### config.mk
export PLATFORM = sky130hd
export DESIGN_NAME = sexpr_scope_scanner_unit
export DESIGN_NICKNAME = d
export VERILOG_FILES = /design/src/hdl/sss_pkg.sv /design/src/hdl/sss_in_stage.sv /design/src/hdl/sss_scan_core.sv /design/src/hdl/sss_out_stage.sv /design/src/hdl/sexpr_scope_scanner_unit.sv
export SDC_FILE = /design/constraint.sdc
export NUM_CORES = 1
export LEC_CHECK = 0
export BUFFER_PORTS_ARGS = -buffer_cell sky130_fd_sc_hd__buf_4
export CAP_MARGIN = 25
export CELL_PAD_IN_SITES_DETAIL_PLACEMENT = 1
export CELL_PAD_IN_SITES_GLOBAL_PLACEMENT = 1
export CORE_ASPECT_RATIO = 1.5
export CORE_MARGIN = 2
export CORE_UTILIZATION = 41
export DETAILED_ROUTE_END_ITERATION = 8
export GPL_TIMING_DRIVEN = 0
export PLACE_DENSITY_LB_ADDON = 0.1
export SLEW_MARGIN = 20
export SYNTH_ARGS = -nofsm -noshare
export SYNTH_HDL_FRONTEND = slang
export SYNTH_SLANG_ARGS = --single-unit
### constraint.sdc
create_clock -name clk -period 2.9 [get_ports clk]
set_clock_uncertainty 0.2 [all_clocks]
set_input_delay 0.435 -clock clk [delete_from_list [all_inputs] [get_ports clk]]
set_output_delay 0.435 -clock clk [all_outputs]
set_load 0.1 [all_outputs]
### src/hdl/sss_pkg.sv
`timescale 1ns / 1ps

package sss_pkg;

  // Field widths
  localparam int unsigned OFFSET_W = 32;
  localparam int unsigned DEPTH_W  = 8;
  localparam int unsigned CLASS_W  = 2;
  localparam int unsigned ERR_W    = 3;
  localparam int unsigned IN_DATA_W  = 8;
  localparam int unsigned OUT_DATA_W = 48;

  // Saturation limit of the nesting depth
  localparam logic [DEPTH_W-1:0] MAX_DEPTH = 8'd255;

  // Characters of interest
  localparam logic [7:0] CH_OPEN  = 8'h28;
  localparam logic [7:0] CH_CLOSE = 8'h29;
  localparam logic [7:0] CH_QUOTE = 8'h22;
  localparam logic [7:0] CH_APOS  = 8'h27;
  localparam logic [7:0] CH_SEMI  = 8'h3B;
  localparam logic [7:0] CH_NL    = 8'h0A;

  typedef enum logic [CLASS_W-1:0] {
    CLS_CODE    = 2'd0,
    CLS_QUOTE   = 2'd1,
    CLS_APOS    = 2'd2,
    CLS_COMMENT = 2'd3
  } sss_class_t;

  typedef enum logic [ERR_W-1:0] {
    ERR_NONE        = 3'd0,
    ERR_QUOTE_APOS  = 3'd1,
    ERR_STRAY_CLOSE = 3'd2,
    ERR_OVERFLOW    = 3'd3,
    ERR_UNCLOSED    = 3'd4
  } sss_err_t;

  // One registered input byte
  typedef struct packed {
    logic                 last;
    logic [IN_DATA_W-1:0] data_byte;
  } sss_item_t;

  // One result, fields listed from the highest bit down as on the output bus
  typedef struct packed {
    logic             pad;
    sss_err_t         error_code;
    sss_class_t       literal_class;
    logic             node_closed;
    logic             node_opened;
    logic [DEPTH_W-1:0]  depth_after;
    logic [OFFSET_W-1:0] offset;
  } sss_result_t;

  // Class of a set of scope flags; comment wins over apostrophe over quote
  function automatic sss_class_t class_of(logic q, logic a, logic c);
    sss_class_t cls;
    if (c) begin
      cls = CLS_COMMENT;
    end else if (a) begin
      cls = CLS_APOS;
    end else if (q) begin
      cls = CLS_QUOTE;
    end else begin
      cls = CLS_CODE;
    end
    return cls;
  endfunction

endpackage

### src/hdl/sss_in_stage.sv
`timescale 1ns / 1ps

module sss_in_stage import sss_pkg::*; (
  input  logic      clk,
  input  logic      rst_n,
  input  logic      in_tvalid,
  output logic      in_tready,
  input  sss_item_t in_item,
  output logic      item_valid,
  output sss_item_t item,
  input  logic      item_take
);

  logic      valid_r;
  sss_item_t item_r;

  // Accept a new byte when the register is empty or is being drained
  assign in_tready  = !valid_r || item_take;
  assign item_valid = valid_r;
  assign item       = item_r;

  // Hold the input byte until the scanner takes it
  always_ff @(posedge clk) begin
    if (!rst_n) begin
      valid_r <= 1'b0;
    end else if (in_tready) begin
      valid_r <= in_tvalid;
    end
  end

  always_ff @(posedge clk) begin
    if (in_tready && in_tvalid) begin
      item_r <= in_item;
    end
  end

endmodule

### src/hdl/sss_scan_core.sv
`timescale 1ns / 1ps

module sss_scan_core import sss_pkg::*; (
  input  logic        clk,
  input  logic        rst_n,
  input  logic        item_valid,
  input  sss_item_t   item,
  input  logic        res_ready,
  output logic        item_take,
  output sss_result_t result
);

  logic [DEPTH_W-1:0]  depth_r, depth_nxt;
  logic [OFFSET_W-1:0] count_r, count_nxt;
  logic quote_r, quote_nxt;
  logic apos_r, apos_nxt;
  logic comment_r, comment_nxt;

  logic       opened, closed;
  sss_err_t   err;
  sss_class_t cls_before, cls_after;
  logic [7:0] ch;

  assign item_take = item_valid && res_ready;
  assign ch        = item.data_byte;

  // Scope and depth update for one byte
  always_comb begin
    depth_nxt   = depth_r;
    quote_nxt   = quote_r;
    apos_nxt    = apos_r;
    comment_nxt = comment_r;
    opened      = 1'b0;
    closed      = 1'b0;
    err         = ERR_NONE;
    if (comment_r) begin
      if (ch == CH_NL) begin
        comment_nxt = 1'b0;
      end
    end else if (ch == CH_QUOTE) begin
      if (apos_r) begin
        err = ERR_QUOTE_APOS;
      end else begin
        quote_nxt = !quote_r;
      end
    end else if (!quote_r) begin
      if (!apos_r) begin
        if (ch == CH_OPEN) begin
          if (depth_r >= MAX_DEPTH) begin
            depth_nxt = MAX_DEPTH;
            err       = ERR_OVERFLOW;
          end else begin
            depth_nxt = depth_r + 1'b1;
            opened    = 1'b1;
          end
        end else if (ch == CH_CLOSE) begin
          if (depth_r == '0) begin
            err = ERR_STRAY_CLOSE;
          end else begin
            depth_nxt = depth_r - 1'b1;
            closed    = 1'b1;
          end
        end else if (ch == CH_APOS) begin
          apos_nxt = 1'b1;
        end else if (ch == CH_SEMI) begin
          comment_nxt = 1'b1;
        end
      end else if (ch == CH_APOS) begin
        apos_nxt = 1'b0;
      end
    end

    // Delimiters take the class of the literal they open or close
    cls_before = class_of(quote_r, apos_r, comment_r);
    cls_after  = class_of(quote_nxt, apos_nxt, comment_nxt);
    if (cls_after == CLS_CODE) begin
      cls_after = cls_before;
    end

    // Flag a stream that ends inside a node, unless the byte already has an error
    if (item.last && depth_nxt != '0 && err == ERR_NONE) begin
      err = ERR_UNCLOSED;
    end

    count_nxt = count_r + 1'b1;
  end

  // Assemble the result for the output register
  always_comb begin
    result               = '0;
    result.offset        = count_r;
    result.depth_after   = depth_nxt;
    result.node_opened   = opened;
    result.node_closed   = closed;
    result.literal_class = cls_after;
    result.error_code    = err;
  end

  // Advance scan state on each taken byte; clear it at the end of a stream
  always_ff @(posedge clk) begin
    if (!rst_n) begin
      depth_r   <= '0;
      count_r   <= '0;
      quote_r   <= 1'b0;
      apos_r    <= 1'b0;
      comment_r <= 1'b0;
    end else if (item_take) begin
      if (item.last) begin
        depth_r   <= '0;
        count_r   <= '0;
        quote_r   <= 1'b0;
        apos_r    <= 1'b0;
        comment_r <= 1'b0;
      end else begin
        depth_r   <= depth_nxt;
        count_r   <= count_nxt;
        quote_r   <= quote_nxt;
        apos_r    <= apos_nxt;
        comment_r <= comment_nxt;
      end
    end
  end

  // At most one literal scope is open at a time
  a_one_scope: assert property (@(posedge clk) disable iff (!rst_n)
    $onehot0({quote_r, apos_r, comment_r}))
    else $error("more than one literal scope open");

  // Depth never passes the saturation limit
  a_depth_limit: assert property (@(posedge clk) disable iff (!rst_n)
    depth_r <= MAX_DEPTH)
    else $error("nesting depth above limit");

  // The end of a stream leaves the scanner in its reset state
  a_end_clears: assert property (@(posedge clk) disable iff (!rst_n)
    item_take && item.last |=> depth_r == '0 && count_r == '0 &&
      !quote_r && !apos_r && !comment_r)
    else $error("scan state not cleared after end of stream");

  // A byte never both opens and closes a node
  a_open_close: assert property (@(posedge clk) disable iff (!rst_n)
    item_take |-> !(opened && closed))
    else $error("byte both opened and closed a node");

endmodule

### src/hdl/sss_out_stage.sv
`timescale 1ns / 1ps

module sss_out_stage import sss_pkg::*; (
  input  logic        clk,
  input  logic        rst_n,
  input  logic        res_valid,
  input  sss_result_t res,
  output logic        res_ready,
  output logic        out_tvalid,
  input  logic        out_tready,
  output sss_result_t out_res
);

  logic        valid_r;
  sss_result_t res_r;

  // Load a new result when empty or when the held one is transferred
  assign res_ready  = !valid_r || out_tready;
  assign out_tvalid = valid_r;
  assign out_res    = res_r;

  always_ff @(posedge clk) begin
    if (!rst_n) begin
      valid_r <= 1'b0;
    end else if (res_ready) begin
      valid_r <= res_valid;
    end
  end

  always_ff @(posedge clk) begin
    if (res_ready && res_valid) begin
      res_r <= res;
    end
  end

endmodule

### src/hdl/sexpr_scope_scanner_unit.sv
`timescale 1ns / 1ps

// S-expression scope scanner: takes one text byte per transfer and returns one
// result per byte, in order, with the byte offset, the nesting depth after the
// byte, open/close marks, the literal class (code, double quote, apostrophe,
// comment) and an error code. Throughput is one byte per clock cycle while the
// output is not held off, set by the combinational depth and scope-flag update;
// each byte passes the input register, then the result register, which loads
// only when the held result is transferred or the register is empty. A byte
// with in_tlast set ends the stream: depth, flags and offset return to zero.
// No initialisation pass is needed after reset.
module sexpr_scope_scanner_unit import sss_pkg::*; (
  input  logic                  clk,
  input  logic                  rst_n,
  input  logic                  in_tvalid,
  output logic                  in_tready,
  input  logic [IN_DATA_W-1:0]  in_tdata,   // [7:0] data_byte
  input  logic                  in_tlast,   // end_of_data
  output logic                  out_tvalid,
  input  logic                  out_tready,
  output logic [OUT_DATA_W-1:0] out_tdata   // [31:0] offset, [39:32] depth_after,
                                            // [40] node_opened, [41] node_closed,
                                            // [43:42] literal_class,
                                            // [46:44] error_code, [47] zero
);

  sss_item_t   in_item, item;
  sss_result_t result, out_res;
  logic        item_valid, item_take, res_ready;

  assign in_item.data_byte = in_tdata;
  assign in_item.last      = in_tlast;

  sss_in_stage u_in_stage (
    .clk        (clk),
    .rst_n      (rst_n),
    .in_tvalid  (in_tvalid),
    .in_tready  (in_tready),
    .in_item    (in_item),
    .item_valid (item_valid),
    .item       (item),
    .item_take  (item_take)
  );

  sss_scan_core u_scan_core (
    .clk        (clk),
    .rst_n      (rst_n),
    .item_valid (item_valid),
    .item       (item),
    .res_ready  (res_ready),
    .item_take  (item_take),
    .result     (result)
  );

  sss_out_stage u_out_stage (
    .clk        (clk),
    .rst_n      (rst_n),
    .res_valid  (item_valid),
    .res        (result),
    .res_ready  (res_ready),
    .out_tvalid (out_tvalid),
    .out_tready (out_tready),
    .out_res    (out_res)
  );

  assign out_tdata = out_res;

endmodule

; Word level (Yosys, flattened, before mapping)
; Cells that the tools add are included.
[totals]
elab_cells = 93
ff_bits = 101
output_inout_bits = 50
in_bits = 13
[classes]
muxes = 51
add_sub_neg = 3
n_reduce_logical = 15
eq_ne = 6
n_lt_le_gt_ge = 1
bitwise_logic = 2
[op_table]
columns = operator, n
row1 = 2-to-1 mux 8 bit, 9
row2 = "equality test 8 x 6 -> 1 bit, second input constant", 5
row3 = "adder 32 x 1 -> 32 bit, second input constant", 1
row4 = 2-to-1 mux 32 bit, 1
row5 = 2-to-1 mux 1 bit, 28
row6 = 2-to-1 mux 3 bit, 6
row7 = 2-to-1 mux 2 bit, 7
row8 = "adder 8 x 1 -> 8 bit, second input constant", 1
row9 = "equality test 8 x 4 -> 1 bit, second input constant", 1
row10 = "greater-or-equal comparator 8 bit, second input constant", 1
row11 = zero test 8 bit, 1
row12 = nonzero test 8 bit, 1
row13 = "subtractor 8 x 1 -> 8 bit, second input constant", 1
row14 = OR reduction 6 bit, 1
row15 = OR reduction 5 bit, 1
row16 = logical AND 1 bit, 4
row17 = zero test 1 bit, 3
row18 = zero test 3 bit, 1
row19 = zero test 2 bit, 1
row20 = logical OR 1 bit, 2
row21 = NOT 1 bit, 2

; Longest topological paths before layout
; Gate-level depths: netlist of the first run.
[logic_depth]
word_depth = 12
ltp_mapped = 9
ltp_nobuf = 9

; Hierarchy
; From an unflattened synthesis of the first run, not the netlist that was laid out.
[unflattened]
hier_cells = 401
area_unflattened_um2 = 4439.3
[by_module_without_submodules]
columns = mod, area_per_inst_um2, cells_per_inst, seq_area_each_um2, instances
row1 = sss_scan_core, 2612.5, 334, 860.8, 1
row2 = sss_out_stage, 1498.9, 53, 1461.4, 1
row3 = sss_in_stage, 327.8, 14, 290.3, 1

; Worst setup path before layout of the first run
; OpenSTA, ideal clock, no wires.
[synth_timing]
kind = reg2reg
start = reg u_out_stage.valid_r, in the netlist u_out_stage.out_tvalid
end = reg u_in_stage.item_r, in the netlist u_in_stage.item[0], enable pin
setup_ns = 0.285
path_slack_ns = 0.012
n_path_buf = 0
required_time_ns = 2.415
arrival_ns = 2.404
stages_incl_launch_ff = 4
synth_period_minus_slack_ns = 2.888
path_cell_list = dfxtp_1 -> nor2b_1 -> nand2_1 -> and2_1
[synth_between]
elab_chain_cells = 5
[synth_lines]
columns = element, line
row1 = "start, declared", sss_out_stage.sv:14  ; logic valid_r;
row2 = "start signal, assigned", sss_out_stage.sv:26  ; valid_r <= res_valid;
row3 = zero test 1 bit, sss_out_stage.sv:18  ; assign res_ready = !valid_r || out_tready;
row4 = logical OR 1 bit, sss_out_stage.sv:18
row5 = logical AND 1 bit, sss_scan_core.sv:24  ; assign item_take = item_valid && res_ready;
row6 = logical OR 1 bit, sss_in_stage.sv:18  ; assign in_tready = !valid_r || item_take;
row7 = net in_tready, sexpr_scope_scanner_unit.sv:16  ; output logic in_tready,
row8 = logical AND 1 bit, sss_in_stage.sv:32  ; if (in_tready && in_tvalid) begin
row9 = "end signal, assigned", sss_in_stage.sv:33  ; item_r <= in_item;
row10 = "end, declared", sss_in_stage.sv:15  ; sss_item_t item_r;
; The timed path passes the listed nets, and every way through them passes these cells.
; A chain may end at the register's enable or synchronous reset.

==> results of run 1 <==
-- placed cells by master, fill, tap and decap left out, drive strengths merged, types with 3 or more instances in the layout --
master	netlist	final
buf	4	85
edfxtp	56	56
nor2	49	49
dfxtp	45	45
nand2	23	23
nand3	22	22
xor2	21	21
clkbuf	10	20
nor2b	16	16
a21oi	16	16
inv	13	15
nor3	13	13
xnor2	11	11
nand4	10	10
a22oi	10	10
and3	10	10
o21ai	8	8
ha	6	6
nor4b	5	5
nor4	5	5
or4	5	5
and2	4	4
nand2b	3	3
a31oi	3	3
o211ai	3	3
and4	3	3
-- per-stage QoR --
step | setup slack (ns) | setup TNS [ns]
2_1_floorplan | 0.0120 | 0
3_3_place_gp | -0.309 | -5.47
3_5_place_dp | -0.229 | -0.229
4_1_cts | 0.000951 | 0
5_1_grt | -0.0300 | -0.0300
6_report | 0.0239 | 0
-- synthesized netlist by cell type (4+ instances only) --
| cell type | number | area (um2) |
|---|---|---|
| ha_1 | 6 | 75.1 |
| nand2_1 | 22 | 82.6 |
| inv_1 | 13 | 48.8 |
| and2_1 | 4 | 25.0 |
| nor2b_1 | 16 | 100 |
| nor2_1 | 49 | 184 |
| xor2_1 | 21 | 184 |
| xnor2_1 | 11 | 96.3 |
| and3_1 | 9 | 56.3 |
| a21oi_1 | 15 | 75.1 |
| or4_1 | 4 | 30.0 |
| dfxtp_1 | 45 | 901 |
| nand4_1 | 10 | 62.6 |
| clkbuf_1 | 10 | 37.5 |
| nor3_1 | 12 | 60.1 |
| edfxtp_1 | 56 | 1680 |
| nand3_1 | 21 | 105 |
| a22oi_1 | 10 | 75.1 |
| o21ai_0 | 7 | 35.0 |
-- layout make-up --
| type | instances | area share (%) |
|---|---|---|
| multi-input cells | 268 | 33.1 |
| well taps | 144 | 3.18 |
| flip-flops and latches | 101 | 45.6 |
| repair buffers | 81 | 11.2 |
| inverters | 13 | 0.861 |
| plain buffers | 14 | 1.26 |
| clock buffers | 10 | 4.04 |
| clock inverters | 6 | 0.817 |
-- final timing paths --
| check | from | to | cells past startpoint |
|---|---|---|---|
| min reg2reg | u_scan_core.count_r[31]$_SDFFE_PN0P_ | u_out_stage.out_res[31]$_DFFE_PP_ | 0 |
| max reg2reg | u_in_stage.item[2]$_DFFE_PP_ | u_out_stage.out_res[46]$_SDFFCE_PP1P_ | 9 |
| max | u_in_stage.item[2]$_DFFE_PP_ | u_out_stage.out_res[46]$_SDFFCE_PP1P_ | 9 |
| min | in_tdata[4] | u_in_stage.item[4]$_DFFE_PP_ | 1 |
-- state kept, by name (all words and copies together) (netlist names) --
name / flops
u_scan_core.count_r: 32
u_in_stage.item_valid: 1
u_scan_core.apos_r: 1
u_scan_core.depth_r: 8
u_out_stage.out_res: 47
u_out_stage.out_tvalid: 1
u_scan_core.quote_r: 1
u_in_stage.item: 9
u_scan_core.comment_r: 1
-- worst reg2reg max path, cell delays in order (launching register included) --
cell and delay [ns]:
edfxtp_1 0.40, buf_6 0.15, nor4b_4 0.33, nand2_2 0.10
buf_6 0.13, or4_4 0.47, a221oi_2 0.28, o22ai_2 0.15
nor4_4 0.29, a2111oi_2 0.11
-- layer usage --
metal  vias up  share of wire, %  track usage, %  wire (um)
met4         0               1.8            6.38        197
met5         -                 0               0          0
met1      1654                39            22.1       4280
met3        16               3.1            3.96        340
met2        58                56            35.2       6200
li1       1623                 -               -          -
-- power groups by stage --
stage          logic [uW]  registers (uW)  clock network (uW)
6_report              389            1570                1140
5_1_grt               402            1570                1210
3_3_place_gp          366            1600                   0
4_1_cts               383            1570                1170
3_5_place_dp          374            1600                   0
2_1_floorplan        59.2            1830                   0
-- cell families after synthesis --
| logic type | synth area share (%) |
|---|---|
| XOR/XNOR | 6.30 |
| buffers and inverters | 2.56 |
| AND/OR/NAND/NOR | 22.1 |
| flip-flops | 58.1 |
| other | 0.0843 |
| adder cells (fa/ha/maj) | 1.69 |
| AO/OA/AOI/OAI | 9.20 |
-- what timing repair did --
action,4_1_cts,5_1_grt
pin swaps,11,14
setup endpoints to repair,1,3
buffers inserted,8,11
resized for setup,10,22
==> out/results.txt, run 1 <==
status: finished clean
Pleak: 0.00207 uW
# diodes: 0
EDFF count, synth: 56
Clk pin slew, worst setup/hold paths: 0.07 ns
area grow syn2layout: 27.4%
max-cap violations: 0
Non-Filler Instances: 637
IO Port Bufs: 61
first-pass GRT wire length: 17,600 um
Post-CTS Hold Buffers: 0
Hold WS: 0.0599 ns
Pwr Density: 546 mW/mm2
DRT iter0 DRCs: 108
Die Width: 89.0 um
synthesized flop and latch total: 101
H-Tree Level Count: 3
Post-Syn Area: 0.00445 mm2
Slew HR: 32.3%
routed vias/inst: 5.26
Finished Cell Area: 0.00567 mm2
Initial Util: 42.0%
worst slew pin tran: 1.01 ns
synth warn: 0
# IOs: 63
layout cells sized above 1: 27.8%
fin. max-slew vios: 0
Final HPWL DP: 7840 um
Crit-path slowest cell: or4_4
worst setup path class: register to register
Critical Path Source Type: register
register area: 0.00258 mm2
core area: 0.0106 mm2
RD Place Congestion: 0.852
RSZ-0062 raised after global routing: yes
Mapped Avg Cell Area: 11.2 um2
Root Driver: clkbuf_16
CTS tree: built
CTS Buffer Depth: 2
Routed WL: 11,000 um
pin count of the biggest net entering global routing: 27
WL/cell: 17.3 um
Final ANT Viol Nets: 0
Net Sw Power: 878 uW
clk sinks: 101
die height: 132 um
clk_lat worst skew: 0.35 ns
initial antenna violation count: 0
vias in the first global route: 3,403
Critical Path RT: 2.78 ns
worst-path maximum fanout: 3
Tot Pwr: 3100 uW
Post-Place Cells: 602
Reg2Reg Setup Slack: 0.02 ns
Placed Area: 0.00510 mm2
Syn Nets: 415
post-synthesis sequential area ratio: 58.1%
Synth async-reset ratio: 0%
CP top delay family: simple AND/OR/NAND/NOR gates
Final nets: 507
drt drc: 0
routed via count: 3,351
Flop pwr share: 50.7%
Inserted Clock Buffers: 9
worst min path class: input pin to register
FMAX: 348 MHz
die area: 0.0117 mm2
Filler cells: 1,167
clock network fraction of design power: 36.7%
buffers and inverters on the worst path: 2
CP most frequent cell: buf_6
Post-synth top flop: edfxtp_1
GRT Util Overall: 19.4%
Rows: 46
multi-input gate area in the final layout: 0.00187 mm2
final hold violations: 0
sw frac: 28.4%
max incr delay on CP: 0.47 ns
critical path data arrival time: 2.76 ns
crit end category: register
Comb power frac: 12.6%
critical path, cell by cell: buf_6 > nor4b_4 > nand2_2 > buf_6 > or4_4 > a221oi_2 > o22ai_2 > nor4_4 > a2111oi_2
clock period minus final worst setup slack: 2.88 ns
# setup viols final: 0
fin util: 53.5%
TritonRoute pass-1 iters: 4
Synth cell types: 61
maximum vdd ir drop: 0.000325 V
Gate Count Post-Synth: 396
Pint: 2220 uW
Tcrit/Tclk final: 99.2%
grt total ovfl: 0
(Power assumes the default switching activity.)
==> inputs of run 2 (changes only) <==
--- a/config.mk
+++ b/config.mk
@@ -7,11 +7,12 @@
 export LEC_CHECK = 0
 export BUFFER_PORTS_ARGS = -buffer_cell sky130_fd_sc_hd__buf_4
 export CAP_MARGIN = 25
-export CELL_PAD_IN_SITES_DETAIL_PLACEMENT = 1
+export CELL_PAD_IN_SITES_DETAIL_PLACEMENT = 0
 export CELL_PAD_IN_SITES_GLOBAL_PLACEMENT = 1
 export CORE_ASPECT_RATIO = 1.5
 export CORE_MARGIN = 2
-export CORE_UTILIZATION = 41
+export CORE_UTILIZATION = 42
+export CTS_BUF_LIST = sky130_fd_sc_hd__clkbuf_4 sky130_fd_sc_hd__clkbuf_8
 export DETAILED_ROUTE_END_ITERATION = 8
 export GPL_TIMING_DRIVEN = 0
 export PLACE_DENSITY_LB_ADDON = 0.1
==> run 2 against run 1 <==
- combinational power barely moved
- first-iteration DRC count fell by 23%
- worst hold slack got worse by 0.017 ns
- final area barely moved
- critical path depth fell by 1
- clock-buffer cell count rose by 1
==> out/results.txt, run 2 (synthesis gave the netlist of run 1 again) <==
status: finished clean (unchanged)
FMAX: 357 MHz (was 348 MHz)
Placed Area: 0.00511 mm2 (was 0.00510 mm2)
Clk pin slew, worst setup/hold paths: 0.10 ns (was 0.07 ns)
IO Port Bufs: 61 (unchanged)
Finished Cell Area: 0.00566 mm2 (was 0.00567 mm2)
first-pass GRT wire length: 16,100 um (was 17,600 um)
core area: 0.0104 mm2 (was 0.0106 mm2)
Crit-path slowest cell: or4b_4 (was or4_4)
grt peak-use layer: met2 (unchanged)
critical path data arrival time: 2.71 ns (was 2.76 ns)
Tcrit/Tclk final: 96.7% (was 99.2%)
fin. max-slew vios: 0 (unchanged)
routed vias/inst: 5.16 (was 5.26)
worst setup path class: register to register (unchanged)
routed via count: 3,319 (was 3,351)
clk_lat worst skew: 0.36 ns (was 0.35 ns)
layout cells sized above 1: 29.9% (was 27.8%)
CTS tree: built (unchanged)
max incr delay on CP: 0.55 ns (was 0.47 ns)
dpl ws: -0.307 ns (was -0.229 ns)
crit end category: register (unchanged)
Final ANT Viol Nets: 0 (unchanged)
Pwr Density: 513 mW/mm2 (was 546 mW/mm2)
initial antenna violation count: 0 (unchanged)
worst min path class: input pin to register (unchanged)
most common cell after layout, fill and taps aside: buf_4 (unchanged)
Critical Path Source Type: register (unchanged)
max-cap violations: 0 (unchanged)
critical path, cell by cell: buf_4 > or4b_4 > nor3_4 > nand2_2 > a21oi_1 > a21oi_2 > nor4_4 > a2111oi_2 (was buf_6 > nor4b_4 > nand2_2 > buf_6 > or4_4 > a221oi_2 > o22ai_2 > nor4_4 > a2111oi_2)
CP top delay family: simple AND/OR/NAND/NOR gates (unchanged)
# setup viols final: 0 (unchanged)
die area: 0.0114 mm2 (was 0.0117 mm2)
DRT iter0 DRCs: 83 (was 108)
# IOs: 63 (unchanged)
maximum vdd ir drop: 0.000275 V (was 0.000325 V)
Routed WL: 10,100 um (was 11,000 um)
vias in the first global route: 3,276 (was 3,403)
final hold violations: 0 (unchanged)
Slew HR: 48.3% (was 32.3%)
Pleak: 0.00208 uW (was 0.00207 uW)
Largest register FFs: 47 (unchanged)
Final HPWL DP: 7310 um (was 7840 um)
Final nets: 513 (was 507)
H-Tree Level Count: 3 (unchanged)
drt drc: 0 (unchanged)
clock period minus final worst setup slack: 2.80 ns (was 2.88 ns)
grt total ovfl: 0 (unchanged)
die height: 130 um (was 132 um)
Initial Util: 42.7% (was 42.0%)
area grow syn2layout: 27.3% (was 27.4%)
commonest non-fill, non-tap cells in the layout: 86 x buf_4, 56 x edfxtp_1, 49 x nor2_1, 41 x dfxtp_1 (was 79 x buf_4, 56 x edfxtp_1, 49 x nor2_1, 44 x dfxtp_1)
Filler cells: 941 (was 1,167)
# diodes: 0 (unchanged)
clk sinks: 101 (unchanged)
RD Place Congestion: 0.856 (was 0.852)
buffers and inverters on the worst path: 1 (was 2)
Inserted Clock Buffers: 9 (unchanged)
Die Width: 88.0 um (was 89.0 um)
worst slew pin tran: 0.773 ns (was 1.01 ns)
worst-path maximum fanout: 4 (was 3)
TritonRoute pass-1 iters: 4 (unchanged)
met1 usage in global routing: 21.6% (was 22.1%)
final setup margin: 0.0956 ns (was 0.0239 ns)
Critical Path RT: 2.80 ns (was 2.78 ns)
pin count of the biggest net entering global routing: 29 (was 27)
Root Driver: clkbuf_8 (was clkbuf_16)
GR Util met2: 33.3% (was 35.2%)
met3 global-route usage: 2.85% (was 3.96%)
CTS Buffer Depth: 2 (unchanged)
Rows: 46 (unchanged)
WL/cell: 15.7 um (was 17.3 um)
GRT Util Overall: 18.6% (was 19.4%)
## run 2: changes by cell type in the layout (fill, tap and decap cells not counted), moves of 2 or more
cell / before / now
nor3_1: 10 / 7
clkbuf_16: 9 / 0
buf_4: 79 / 86
dfxtp_1: 44 / 41
clkbuf_8: 0 / 10
dfxtp_2: 1 / 3
buf_6: 4 / 2
inv_8: 0 / 2
clkbuf_4: 0 / 2
nor3_2: 2 / 4
inv_6: 2 / 0
## run 2: metal layers
metal	part of all wire, %	vias to the layer above
met2	55	67
met1	39	1602
met4	2.6	0
met5	0	-
li1	-	1630
met3	3.1	20
## run 2: final timing paths
path	slack (ns)	depth (start not counted)	to	start
worst min-delay path	0.04	1	u_in_stage.item[8]$_DFFE_PP_	in_tlast
worst max register to register	0.1	8	u_out_stage.out_res[46]$_SDFFCE_PP1P_	u_in_stage.item[1]$_DFFE_PP_
worst max-delay path	0.1	8	u_out_stage.out_res[46]$_SDFFCE_PP1P_	u_in_stage.item[1]$_DFFE_PP_
worst min register to register	0.26	0	u_out_stage.out_res[31]$_DFFE_PP_	u_scan_core.count_r[31]$_SDFFE_PN0P_
## run 2: worst reg2reg max path: stages (launching register included)
cell       delay [ns]
edfxtp_1         0.45
buf_4            0.17
or4b_4           0.55
nor3_4           0.27
nand2_2          0.13
a21oi_1          0.21
a21oi_2          0.14
nor4_4           0.31
a2111oi_2        0.12
## run 2: report_power, final
group / internal, uW / switching (uW)
Combinational: 80.3 / 305
Sequential: 1550 / 22.8
Clock: 445 / 503
Total: 2070 / 831
## run 2: timing repair
| action | 4_1_cts | 5_1_grt |
|---|---|---|
| setup buffers | 18 | 7 |
| resized for setup | 13 | 25 |
| hold buffers | 0 | 0 |
| endpoints found under the setup margin | 1 | 3 |
| gates cloned | 0 | 0 |
| pin swaps | 14 | 10 |
## run 2: cell type report
cell class	count	area (um2)	area share [%]
Sequential cell	101	2590	45.7
Multi-Input combinational cell	268	1890	33.4
Timing Repair Buffer	88	674	11.9
Tap cell	144	180	3.18
Clock buffer	11	145	2.56
Clock inverter	5	67.6	1.19
Buffer	13	66.3	1.17
Inverter	13	48.8	0.862
## run 2: through the flow
stage | power, uW | TNS, ns | utilization [%] | cells | hold WS, ns
finish | 2900 | 0 | 54.3 | 643 | 0.0427
global route | 3000 | -0.0174 | 54.3 | 643 | 0.0293
CTS | 2930 | 0 | 53.0 | 636 | 0.0251
detailed placement | 1970 | -0.307 | 49.1 | 603 | 0.239
global placement | 1970 | -4.81 | 48.8 | 601 | 0.242
floorplan | 1890 | 0 | - | 396 | 0.228
